`src/hw/rtl/bgrs_pkg.sv`:
```
package bgrs_pkg;

    localparam int unsigned LIMIT_W  = 12;
    localparam int unsigned COLOUR_W = 3;
    localparam int unsigned CFG_IDX_W = 2;

    typedef logic [LIMIT_W-1:0]  limit_t;
    typedef logic [COLOUR_W-1:0] colour_t;
    typedef logic [CFG_IDX_W-1:0] cfg_idx_t;

    // Register indexes of the configuration port
    localparam cfg_idx_t REG_DEBOUNCE     = 2'd0;
    localparam cfg_idx_t REG_DOUBLE_CLICK = 2'd1;
    localparam cfg_idx_t REG_LONG_PRESS   = 2'd2;
    localparam cfg_idx_t REG_BLINK        = 2'd3;

    localparam limit_t DEBOUNCE_RST     = 12'd50;
    localparam limit_t DOUBLE_CLICK_RST = 12'd150;
    localparam limit_t LONG_PRESS_RST   = 12'd1850;
    localparam limit_t BLINK_RST        = 12'd200;

    typedef enum logic [3:0] {
        PH_IDLE     = 4'b0001,
        PH_DEBOUNCE = 4'b0010,
        PH_WINDOW   = 4'b0100,
        PH_HOLD     = 4'b1000
    } phase_t;

    typedef struct packed {
        logic held;
        logic press_edge;
    } item_t;

    typedef struct packed {
        colour_t colour;
        logic    auto_on;
        logic    down;
    } result_t;

    typedef struct packed {
        limit_t debounce;
        limit_t double_click;
        limit_t long_press;
        limit_t blink;
    } cfg_t;

    // Colour number to pin pattern: bit0 red, bit1 blue, bit2 green
    function automatic colour_t pin_lut(input colour_t c);
        colour_t p;
        case (c)
            3'd0:    p = 3'd0;
            3'd1:    p = 3'd4;
            3'd2:    p = 3'd2;
            3'd3:    p = 3'd6;
            3'd4:    p = 3'd1;
            3'd5:    p = 3'd5;
            3'd6:    p = 3'd3;
            default: p = 3'd7;
        endcase
        return p;
    endfunction

endpackage

```
`src/hw/rtl/bgrs_in_stage.sv`:
```
module bgrs_in_stage (
    input  logic           clk,
    input  logic           rst_n,
    input  logic           load,
    input  logic           advance,
    input  bgrs_pkg::item_t item_in,
    output logic           valid,
    output bgrs_pkg::item_t item_out
);
    import bgrs_pkg::*;

    logic  valid_reg;
    logic  valid_next;
    item_t item_reg;

    // Hold the word until the update stage takes it
    always_comb
    begin
        valid_next = valid_reg;
        if (load)
        begin
            valid_next = 1'b1;
        end
        else if (advance)
        begin
            valid_next = 1'b0;
        end
    end

    always_ff @(posedge clk or negedge rst_n)
    begin
        if (!rst_n)
        begin
            valid_reg <= 1'b0;
        end
        else
        begin
            valid_reg <= valid_next;
        end
    end

    always_ff @(posedge clk)
    begin
        if (load)
        begin
            item_reg <= item_in;
        end
    end

    assign valid    = valid_reg;
    assign item_out = item_reg;

endmodule

```
`src/hw/rtl/bgrs_gesture_core.sv`:
```
module bgrs_gesture_core (
    input  logic             clk,
    input  logic             rst_n,
    input  logic             step_en,
    input  bgrs_pkg::item_t   item,
    input  bgrs_pkg::cfg_t    cfg,
    output bgrs_pkg::result_t result_next
);
    import bgrs_pkg::*;

    phase_t  phase_reg, phase_next;
    limit_t  count_reg, count_next;
    limit_t  blink_reg, blink_next;
    logic    pending_reg, pending_next;
    colour_t colour_reg, colour_next;
    logic    down_reg, down_next;
    logic    auto_reg, auto_next;
    limit_t  count_inc;
    limit_t  blink_inc;
    colour_t colour_step;
    logic    pend_win;

    assign count_inc   = count_reg + 12'd1;
    assign blink_inc   = blink_reg + 12'd1;
    assign colour_step = down_reg ? colour_reg - 3'd1 : colour_reg + 3'd1;
    assign pend_win    = pending_reg | item.press_edge;

    always_comb
    begin
        phase_next   = phase_reg;
        count_next   = count_reg;
        blink_next   = blink_reg;
        pending_next = pending_reg;
        colour_next  = colour_reg;
        down_next    = down_reg;
        auto_next    = auto_reg;
        unique case (phase_reg)
            PH_IDLE:
            begin
                if (item.press_edge || pending_reg)
                begin
                    auto_next    = 1'b0;
                    pending_next = 1'b0;
                    if (cfg.debounce <= 12'd1)
                    begin
                        phase_next = PH_WINDOW;
                        count_next = '0;
                    end
                    else
                    begin
                        phase_next = PH_DEBOUNCE;
                        count_next = 12'd1;
                    end
                end
                else if (auto_reg)
                begin
                    blink_next = blink_inc;
                    if (blink_inc >= cfg.blink)
                    begin
                        blink_next  = '0;
                        colour_next = colour_step;
                    end
                end
            end
            PH_DEBOUNCE:
            begin
                count_next = count_inc;
                if (count_inc >= cfg.debounce)
                begin
                    phase_next   = PH_WINDOW;
                    count_next   = '0;
                    pending_next = 1'b0;
                end
            end
            PH_WINDOW:
            begin
                pending_next = pend_win;
                count_next   = count_inc;
                if (count_inc >= cfg.double_click)
                begin
                    count_next = '0;
                    if (pend_win)
                    begin
                        pending_next = 1'b0;
                        down_next    = ~down_reg;
                        phase_next   = PH_IDLE;
                    end
                    else if (item.held)
                    begin
                        phase_next = PH_HOLD;
                    end
                    else
                    begin
                        colour_next = colour_step;
                        phase_next  = PH_IDLE;
                    end
                end
            end
            PH_HOLD:
            begin
                pending_next = pend_win;
                if (!item.held)
                begin
                    phase_next = PH_IDLE;
                    count_next = '0;
                end
                else
                begin
                    count_next = count_inc;
                    if (count_inc >= cfg.long_press)
                    begin
                        auto_next  = 1'b1;
                        phase_next = PH_IDLE;
                        count_next = '0;
                    end
                end
            end
            default:
            begin
                phase_next = PH_IDLE;
            end
        endcase
    end

    always_ff @(posedge clk or negedge rst_n)
    begin
        if (!rst_n)
        begin
            phase_reg   <= PH_IDLE;
            count_reg   <= '0;
            blink_reg   <= '0;
            pending_reg <= 1'b0;
            colour_reg  <= '0;
            down_reg    <= 1'b0;
            auto_reg    <= 1'b0;
        end
        else if (step_en)
        begin
            phase_reg   <= phase_next;
            count_reg   <= count_next;
            blink_reg   <= blink_next;
            pending_reg <= pending_next;
            colour_reg  <= colour_next;
            down_reg    <= down_next;
            auto_reg    <= auto_next;
        end
    end

    assign result_next.colour  = colour_next;
    assign result_next.auto_on = auto_next;
    assign result_next.down    = down_next;

endmodule

```
`src/hw/rtl/bgrs_out_stage.sv`:
```
module bgrs_out_stage (
    input  logic              clk,
    input  logic              rst_n,
    input  logic              load,
    input  logic              out_ready,
    input  bgrs_pkg::result_t result_in,
    output logic              out_valid,
    output bgrs_pkg::colour_t led_pins,
    output bgrs_pkg::colour_t colour_index,
    output logic              auto_active,
    output logic              counting_down
);
    import bgrs_pkg::*;

    logic    valid_reg;
    logic    valid_next;
    colour_t pins_reg;
    result_t res_reg;

    always_comb
    begin
        valid_next = valid_reg;
        if (load)
        begin
            valid_next = 1'b1;
        end
        else if (out_ready)
        begin
            valid_next = 1'b0;
        end
    end

    always_ff @(posedge clk or negedge rst_n)
    begin
        if (!rst_n)
        begin
            valid_reg <= 1'b0;
        end
        else
        begin
            valid_reg <= valid_next;
        end
    end

    always_ff @(posedge clk)
    begin
        if (load)
        begin
            res_reg  <= result_in;
            pins_reg <= pin_lut(result_in.colour);
        end
    end

    assign out_valid     = valid_reg;
    assign led_pins      = pins_reg;
    assign colour_index  = res_reg.colour;
    assign auto_active   = res_reg.auto_on;
    assign counting_down = res_reg.down;

endmodule

```
`src/hw/rtl/button_gesture_rgb_sequencer.sv`:
```
// Button gesture RGB sequencer. Feed one word per 1 ms tick carrying the
// held button level and a press-edge flag; each word gives one result word
// with the RGB pin pattern, the colour number and the mode bits after that
// tick. A press runs debounce, then a double-click window: a second press
// reverses the count direction, a release steps the colour, a button still
// held that stays held for long_press_ticks more ticks turns auto mode on.
// In auto mode the colour steps every blink_ticks idle ticks. The block
// takes one word per clock cycle, sustained while out_ready stays high; a
// word passes the input register, then the result register, with all
// tick logic in between. Write the four limit registers over
// cfg_write/cfg_index/cfg_data only while idle; a limit of zero acts as one.
module button_gesture_rgb_sequencer (
    input  logic                 clk,
    input  logic                 rst_n,
    input  logic                 in_valid,
    output logic                 in_ready,
    input  logic                 button_held,
    input  logic                 press_edge,
    output logic                 out_valid,
    input  logic                 out_ready,
    output logic [2:0]           led_pins,
    output logic [2:0]           colour_index,
    output logic                 auto_active,
    output logic                 counting_down,
    input  logic                 cfg_write,
    input  bgrs_pkg::cfg_idx_t   cfg_index,
    input  bgrs_pkg::limit_t     cfg_data
);
    import bgrs_pkg::*;

    cfg_t    cfg_reg;
    item_t   item_in;
    item_t   item_s1;
    logic    s1_valid;
    logic    s1_advance;
    logic    in_accept;
    result_t result_next;

    // Configuration registers: plain writes, no read-back
    always_ff @(posedge clk or negedge rst_n)
    begin
        if (!rst_n)
        begin
            cfg_reg.debounce     <= DEBOUNCE_RST;
            cfg_reg.double_click <= DOUBLE_CLICK_RST;
            cfg_reg.long_press   <= LONG_PRESS_RST;
            cfg_reg.blink        <= BLINK_RST;
        end
        else if (cfg_write)
        begin
            unique case (cfg_index)
                REG_DEBOUNCE:     cfg_reg.debounce     <= cfg_data;
                REG_DOUBLE_CLICK: cfg_reg.double_click <= cfg_data;
                REG_LONG_PRESS:   cfg_reg.long_press   <= cfg_data;
                REG_BLINK:        cfg_reg.blink        <= cfg_data;
                default:          cfg_reg              <= cfg_reg;
            endcase
        end
    end

    // Advance the input word into the update stage whenever the result
    // register is empty or its word leaves this cycle; the input register
    // then frees up for the next word in the same cycle.
    assign s1_advance = s1_valid && (!out_valid || out_ready);
    assign in_ready   = !s1_valid || s1_advance;
    assign in_accept  = in_valid && in_ready;

    assign item_in.held       = button_held;
    assign item_in.press_edge = press_edge;

    bgrs_in_stage u_in (
        .clk      (clk),
        .rst_n    (rst_n),
        .load     (in_accept),
        .advance  (s1_advance),
        .item_in  (item_in),
        .valid    (s1_valid),
        .item_out (item_s1)
    );

    // Gesture state advances exactly once per word, as it moves on
    bgrs_gesture_core u_core (
        .clk         (clk),
        .rst_n       (rst_n),
        .step_en     (s1_advance),
        .item        (item_s1),
        .cfg         (cfg_reg),
        .result_next (result_next)
    );

    bgrs_out_stage u_out (
        .clk           (clk),
        .rst_n         (rst_n),
        .load          (s1_advance),
        .out_ready     (out_ready),
        .result_in     (result_next),
        .out_valid     (out_valid),
        .led_pins      (led_pins),
        .colour_index  (colour_index),
        .auto_active   (auto_active),
        .counting_down (counting_down)
    );

endmodule

```
`config.mk`:
```
export PLATFORM = sky130hd
export DESIGN_NAME = button_gesture_rgb_sequencer
export DESIGN_NICKNAME = d
export VERILOG_FILES = /design/src/hw/rtl/bgrs_pkg.sv /design/src/hw/rtl/bgrs_in_stage.sv /design/src/hw/rtl/bgrs_gesture_core.sv /design/src/hw/rtl/bgrs_out_stage.sv /design/src/hw/rtl/button_gesture_rgb_sequencer.sv
export SDC_FILE = /design/constraint.sdc
export NUM_CORES = 1
export LEC_CHECK = 0
export BUFFER_PORTS_ARGS = -buffer_cell sky130_fd_sc_hd__buf_2
export CORE_UTILIZATION = 35
export CTS_BUF_LIST = sky130_fd_sc_hd__clkbuf_4 sky130_fd_sc_hd__clkbuf_8
export DETAILED_ROUTE_END_ITERATION = 8
export PLACE_DENSITY = 0.48
export SYNTH_ARGS = -nofsm -noshare
export SYNTH_HDL_FRONTEND = slang
export SYNTH_SLANG_ARGS = --single-unit
```
`constraint.sdc`:
```
create_clock -name clk -period 5.1 [get_ports clk]
set_input_delay 0.51 -clock clk [delete_from_list [all_inputs] [get_ports clk]]
set_output_delay 0.51 -clock clk [all_outputs]
set_load 0.02 [all_outputs]
```
==> impl_metrics.yaml, run 1 <==
run_status:
  status: "completed"
drt:
  drtAntennaViolNets: 0
  routed_wl_um: 12100
  wl_per_cell_um: 16.5
  avgViaCountPerCell: 5.18
  drt-initial-drc-count: 177
  dr.pass1.iters: 4
  route.detailed.drc: 0
  vias: 3818
worst_setup_path:
  critPathMostFrequentCell: "and3_1"
  cp-end-kind: "flop"
  critical-path-slowest-cell: "a2111oi_0"
  r2r_cells: 13
  cp_cell_sequence: "and3_1 -> and3_1 -> and3_1 -> nand3_1 -> or2_2 -> nand2_1 -> ha_1 -> a21o_1 -> a21o_1 -> a2111oi_0 -> o21ai_1 -> a32oi_4 -> mux2_2"
  critPathKind: "reg -> reg"
  slowest_delay_ns: 0.61
  cp-start-kind: "flop"
  path_max_fanout: 6
  worstPathRequired_ns: 5.24
  critPathArrivalTime_ns: 4.23
timing:
  clock_skew_ns: 0.0131
  setup_viol: 0
  layout_setup_ws_ns: 1.01
  worst_pin_slew_ns: 0.792
  holdWs_ns: 0.0474
  fin_crit_sh: 0.802
  drv_slew: 0
  finalHoldViolCount: 0
  max-slew-margin-rel: 0.467
  fin_crit_ns: 4.09
  rsz0062_at_grt: "no"
  fmax_ghz: 0.244
  tns_ns: 0
layout:
  drive_gt1_frac: 0.222
  fin_nets: 616
  finalNonFillerCells: 737
  fillCellCount: 1472
  largest_register_ffs: 48
  area_growth_pct: 9.54
  antennaDiodeCount: 0
synth:
  yosys_most_used_dff: "dfrtp_1"
  seq_area_frac_synth: 0.443
  synth_area_um2: 5410
  syn_inst: 514
  yosysUniqueCellTypes: 58
  async_flop_share: 0.903
  synth_edf_count: 9
  ys_ff_latch: 93
  synth_area_per_cell_um2: 10.5
  yosysWarnings: 0
  syn-num-nets: 586
floorplanning:
  die_h_um: 126
  start_util: 0.357
  io_pins: 31
  core_um2: 15100
  die_area_um2: 15900
  rows: 45
  die_w_um: 126
clock_network:
  cts_setup_buffers: 0
  ctsResizeCount: 0
  ctsHoldBuffers: 0
  root_buffer: "clkbuf_8"
  cts_htree_levels: 3
  cts_buffers: 9
  clk_path_buf_depth: 2
  cts_tree: "yes"
  clkTransAtPathRegs_ns: 0.10
  clk_latency_ns: 0.38
  cts.sinks: 93
power:
  ir_worst_vdd_mv: 0.167
  p_leak_uw: 0.00288
  p_per_area_nw_per_um2: 319
place:
  place_inst: 721
  detailedPlace.worstSlack_ns: 1.04
  hpwl_um: 9120
  portBuffers: 30
  gp_congestion: 0.824
grt:
  grt_max_degree: 55
  antenna_found_initial: 0
  grt_usage: 0.167
  grt_pass1_vias: 3969
  grt.overflow.total: 0
  grt_pass1_wl_um: 20600
worst_hold_path:
  hp-class: "in -> async"
job:
  maxCapViolCount: 0
-- placed cells by master, fill, tap and decap left out, types with 13 or more instances in the layout --
cell type,n
a21oi_1,13
buf_2,29
dfrtp_1,66
dfstp_2,18
ha_1,50
inv_1,49
mux2_2,41
nand2_1,46
nand3_1,15
nor2_1,22
o21ai_0,35
xor2_1,17
-- worst max-delay path, delay by kind of cell (launching register included) --
kind	cells	cell delay, ns
flops	1	0.42
fa+ha+maj	1	0.27
compound gates	5	1.64
simple gates	6	1.14
mux	1	0.38
-- cell type report --
class | count | area (µm²) | area share
Multi-Input combinational cell | 359 | 2770 | 0.468
Clock inverter | 6 | 38.8 | 0.00655
Inverter | 49 | 184 | 0.0311
Sequential cell | 93 | 2390 | 0.404
Timing Repair Buffer | 32 | 168 | 0.0283
Clock buffer | 10 | 131 | 0.0222
Tap cell | 188 | 235 | 0.0397
-- cells by family after synthesis --
group	synth area share
and+or+nand+nor	0.140
AOI/OAI and AO/OA	0.119
DFF	0.443
buffers and inverters	0.0456
adders and majority gates	0.119
muxes	0.0900
xor gates and xnor gates	0.0421
-- cells in the mapped netlist (all sizes together), types with 4 or more instances --
cell    instances  area (µm²)
edfxtp          9         270
nand3b          5        37.5
o21ai          36         180
inv            49         184
a211oi          6        45.0
xnor2           9        78.8
and3            7        43.8
o31ai           4        30.0
mux2           42         477
dfrtp          66        1650
ha             50         626
dfstp          18         473
a22o            8        70.1
nor2           23        88.8
nor3            4        20.0
nor4            5        31.3
buf             7        40.0
nand2          46         173
a21o           11        82.6
nand2b         12        82.6
nand3          15        75.1
nand4           7        43.8
a21oi          13        65.1
or2             5        31.3
xor2           17         149
nor2b           5        31.3
clkbuf          6        22.5
-- path summary, 6_finish.rpt --
kind	slack [ns]	end	startpoint
max	1.01	u_out.led_pins[1]	u_core.count_reg[2]
min	0.05	u_core.count_reg[9]	rst_n
max reg2reg	1.01	u_out.led_pins[1]	u_core.count_reg[2]
min reg2reg	0.52	u_out.out_valid	u_in.valid
max in group asynchronous	4.00	cfg_reg[29]	rst_n
min in group clk	0.31	u_in.item_out[1]	button_held
-- through the flow --
| stage | cell area [µm²] | power [µW] | utilization |
|---|---|---|---|
| detailed placement | 5750 | 1450 | 0.380 |
| global placement | 5750 | 1440 | 0.380 |
| global route | 5920 | 2030 | 0.391 |
| floorplan | 5410 | 1290 | - |
| CTS | 5920 | 1920 | 0.391 |
| finish | 5920 | 1890 | 0.391 |
-- layer usage --
metal	wire length (µm)	global-route usage
met5	0	0
met4	191	0.0574
met3	561	0.0336
met2	5560	0.269
met1	5810	0.224
-- where the power goes --
group / internal [µW] / switching [µW] / leakage, µW / total [µW]
logic: 210 / 273 / 0.00167 / 483
registers: 866 / 81.4 / 0.00112 / 948
clock network: 182 / 273 / 0.0000859 / 455
total: 1260 / 628 / 0.00288 / 1890
Note: power is estimated with default switching activity, not from simulation.
==> run 2, diff against run 1 <==
- clock period: 5.1 -> 3.99 ns (I/O delays scaled with it)
==> run 2 against run 1 <==
Non-clock buffer count is 15 higher. Final cell count increased by 2.0%. Largest power group unchanged. Sequential power is 27% higher. Die area did not move. Critical path depth grew 1. Sequential share of layout area shrank 1.3 points. Global-route usage decreased by 0.36 points. Total power up 40%. Flip-flop and latch count did not move. Register-to-register slack got worse by 0.80 ns. Design area increased by 3.4%. Core utilization rose by 1.3 points.
==> impl_metrics.yaml, run 2 (synthesized netlist as in run 1, its figures left out) <==
timing:
  tns_ns: 0
  holdWs_ns: 0.0750
  setup_viol: 0
  drv_slew: 0
  finalHoldViolCount: 0
  fin_crit_ns: 3.78
  fmax_ghz: 0.265
  fin_crit_sh: 0.947
  rsz0062_at_grt: "no"
  max-slew-margin-rel: 0.431
  clock_skew_ns: 0.00784
  worst_pin_slew_ns: 0.845
power:
  p_int_uw: 1850
  clock_power_share: 0.301
  power_frac_seq: 0.456
  netSwitchingFraction: 0.299
  p_leak_uw: 0.00301
  p_per_area_nw_per_um2: 432
  ir_worst_vdd_mv: 0.291
  pwr-share-comb: 0.243
  switchingPower_uw: 792
worst_setup_path:
  cp-end-kind: "flop"
  r2r_end: "u_out.led_pins[1]"
  startpoint: "u_core.count_reg[3]"
  critPathArrivalTime_ns: 3.91
  critical-path-slowest-cell: "dfrtp_1"
  cp_cell_sequence: "and3_1 -> and3_1 -> and3_1 -> nand3_1 -> or2_2 -> nand2_1 -> ha_1 -> a21o_1 -> a21o_1 -> a2111oi_2 -> buf_4 -> o21ai_1 -> a32oi_4 -> mux2_2"
  r2r-start: "u_core.count_reg[3]"
  slowest_delay_ns: 0.41
  worst-path-stages: 14
  cp-start-kind: "flop"
  critPathMostFrequentCell: "and3_1"
  r2r_slack_ns: 0.21
  critPathKind: "reg -> reg"
  crit_path_end: "u_out.led_pins[1]"
  worstPathRequired_ns: 4.12
  path_max_fanout: 6
  r2r_cells: 14
  crit_buf_inv: 1
  crit_family: "compound AO/OA/AOI/OAI gates"
grt:
  grt_pass1_wl_um: 20100
  antenna_found_initial: 0
  grt_pass1_vias: 3885
  grt_usage: 0.164
  grt.overflow.total: 0
  grt_max_degree: 58
layout:
  drive_gt1_frac: 0.245
  layout_common_cells: "dfrtp_1, ha_1, inv_1, nand2_1, mux2_2"
  fillCellCount: 1479
  fin_nets: 631
  final_util: 0.404
  layout_commonest_cell: "dfrtp_1"
  area_growth_pct: 13.3
  antennaDiodeCount: 0
  largest_register_ffs: 48
clock_network:
  cts_buffers: 9
  cts_setup_buffers: 0
  clkTransAtPathRegs_ns: 0.09
  cts_htree_levels: 3
  clk_latency_ns: 0.38
  cts.sinks: 93
  cts_tree: "yes"
  ctsHoldBuffers: 0
  clk_path_buf_depth: 2
  root_buffer: "clkbuf_8"
drt:
  drtAntennaViolNets: 0
  wl_per_cell_um: 15.9
  dr.pass1.iters: 4
  vias: 3778
  route.detailed.drc: 0
  drt-initial-drc-count: 118
  avgViaCountPerCell: 5.02
  routed_wl_um: 11900
worst_hold_path:
  hp-class: "in -> async"
place:
  hpwl_um: 9100
  portBuffers: 30
  gp_congestion: 0.813
run_status:
  status: "completed"
floorplanning:
  start_util: 0.357
  rows: 45
  io_pins: 31
  die_w_um: 126
  die_area_um2: 15900
  die_h_um: 126
  core_um2: 15100
job:
  maxCapViolCount: 0
run 2: cell count changes in the layout (fill, tap and decap cells not counted), sizes merged:
cell / previous run / this run
clkinv: 3 / 1
clkinvlp: 2 / 0
bufinv: 0 / 3
buf: 32 / 47
inv: 50 / 49
clkbuf: 10 / 12
run 2: metal layers:
| metal | wire, µm | vias up | GRT usage |
|---|---|---|---|
| met2 | 5450 | 53 | 0.261 |
| met3 | 400 | 9 | 0.0344 |
| li1 | - | 1894 | - |
| met4 | 153 | 0 | 0.0510 |
| met1 | 5940 | 1822 | 0.222 |
| met5 | 0 | - | 0 |
run 2: per-stage QoR:
stage	instance area, µm²	setup slack, ns	power, µW	std cells
floorplan	5410	0.417	1650	514
global placement	5860	0.242	1860	736
detailed placement	5860	0.0927	1870	736
CTS	6120	0.0779	2690	752
global route	6120	0.0760	2820	752
finish	6120	0.212	2640	752
run 2: what timing repair did:
item	in CTS	in global routing
gates resized for setup	0	2
setup endpoints to repair	0	15
hold endpoints to repair	0	0
run 2: layout make-up:
class / count / area [µm²] / share of cell area
Timing Repair Buffer: 47 / 280 / 0.0458
Clock inverter: 4 / 95.1 / 0.0155
Clock buffer: 12 / 159 / 0.0260
Sequential cell: 93 / 2390 / 0.391
Tap cell: 188 / 235 / 0.0384
Inverter: 49 / 184 / 0.0300
Multi-Input combinational cell: 359 / 2780 / 0.453
run 2: power groups by stage:
stage | clock network (µW) | registers, µW | logic [µW]
final | 796 | 1200 | 642
after global routing | 863 | 1230 | 733
after CTS | 828 | 1210 | 656
after floorplan | 0 | 1190 | 461
after detailed placement | 0 | 1220 | 649
after global placement | 0 | 1220 | 639
run 2: worst min-delay path by stage:
stage | startpoint | end | slack [ns] | cells past startpoint
CTS | rst_n | u_core.phase_reg[3] | 0.11 | 1
global placement | u_in.valid | u_out.out_valid | 0.48 | 1
floorplan | rst_n | cfg_reg[0] | 0.10 | 0
detailed placement | u_in.valid | u_out.out_valid | 0.49 | 1
global route | rst_n | u_core.phase_reg[3] | 0.14 | 1
finish | rst_n | u_core.phase_reg[3] | 0.08 | 1
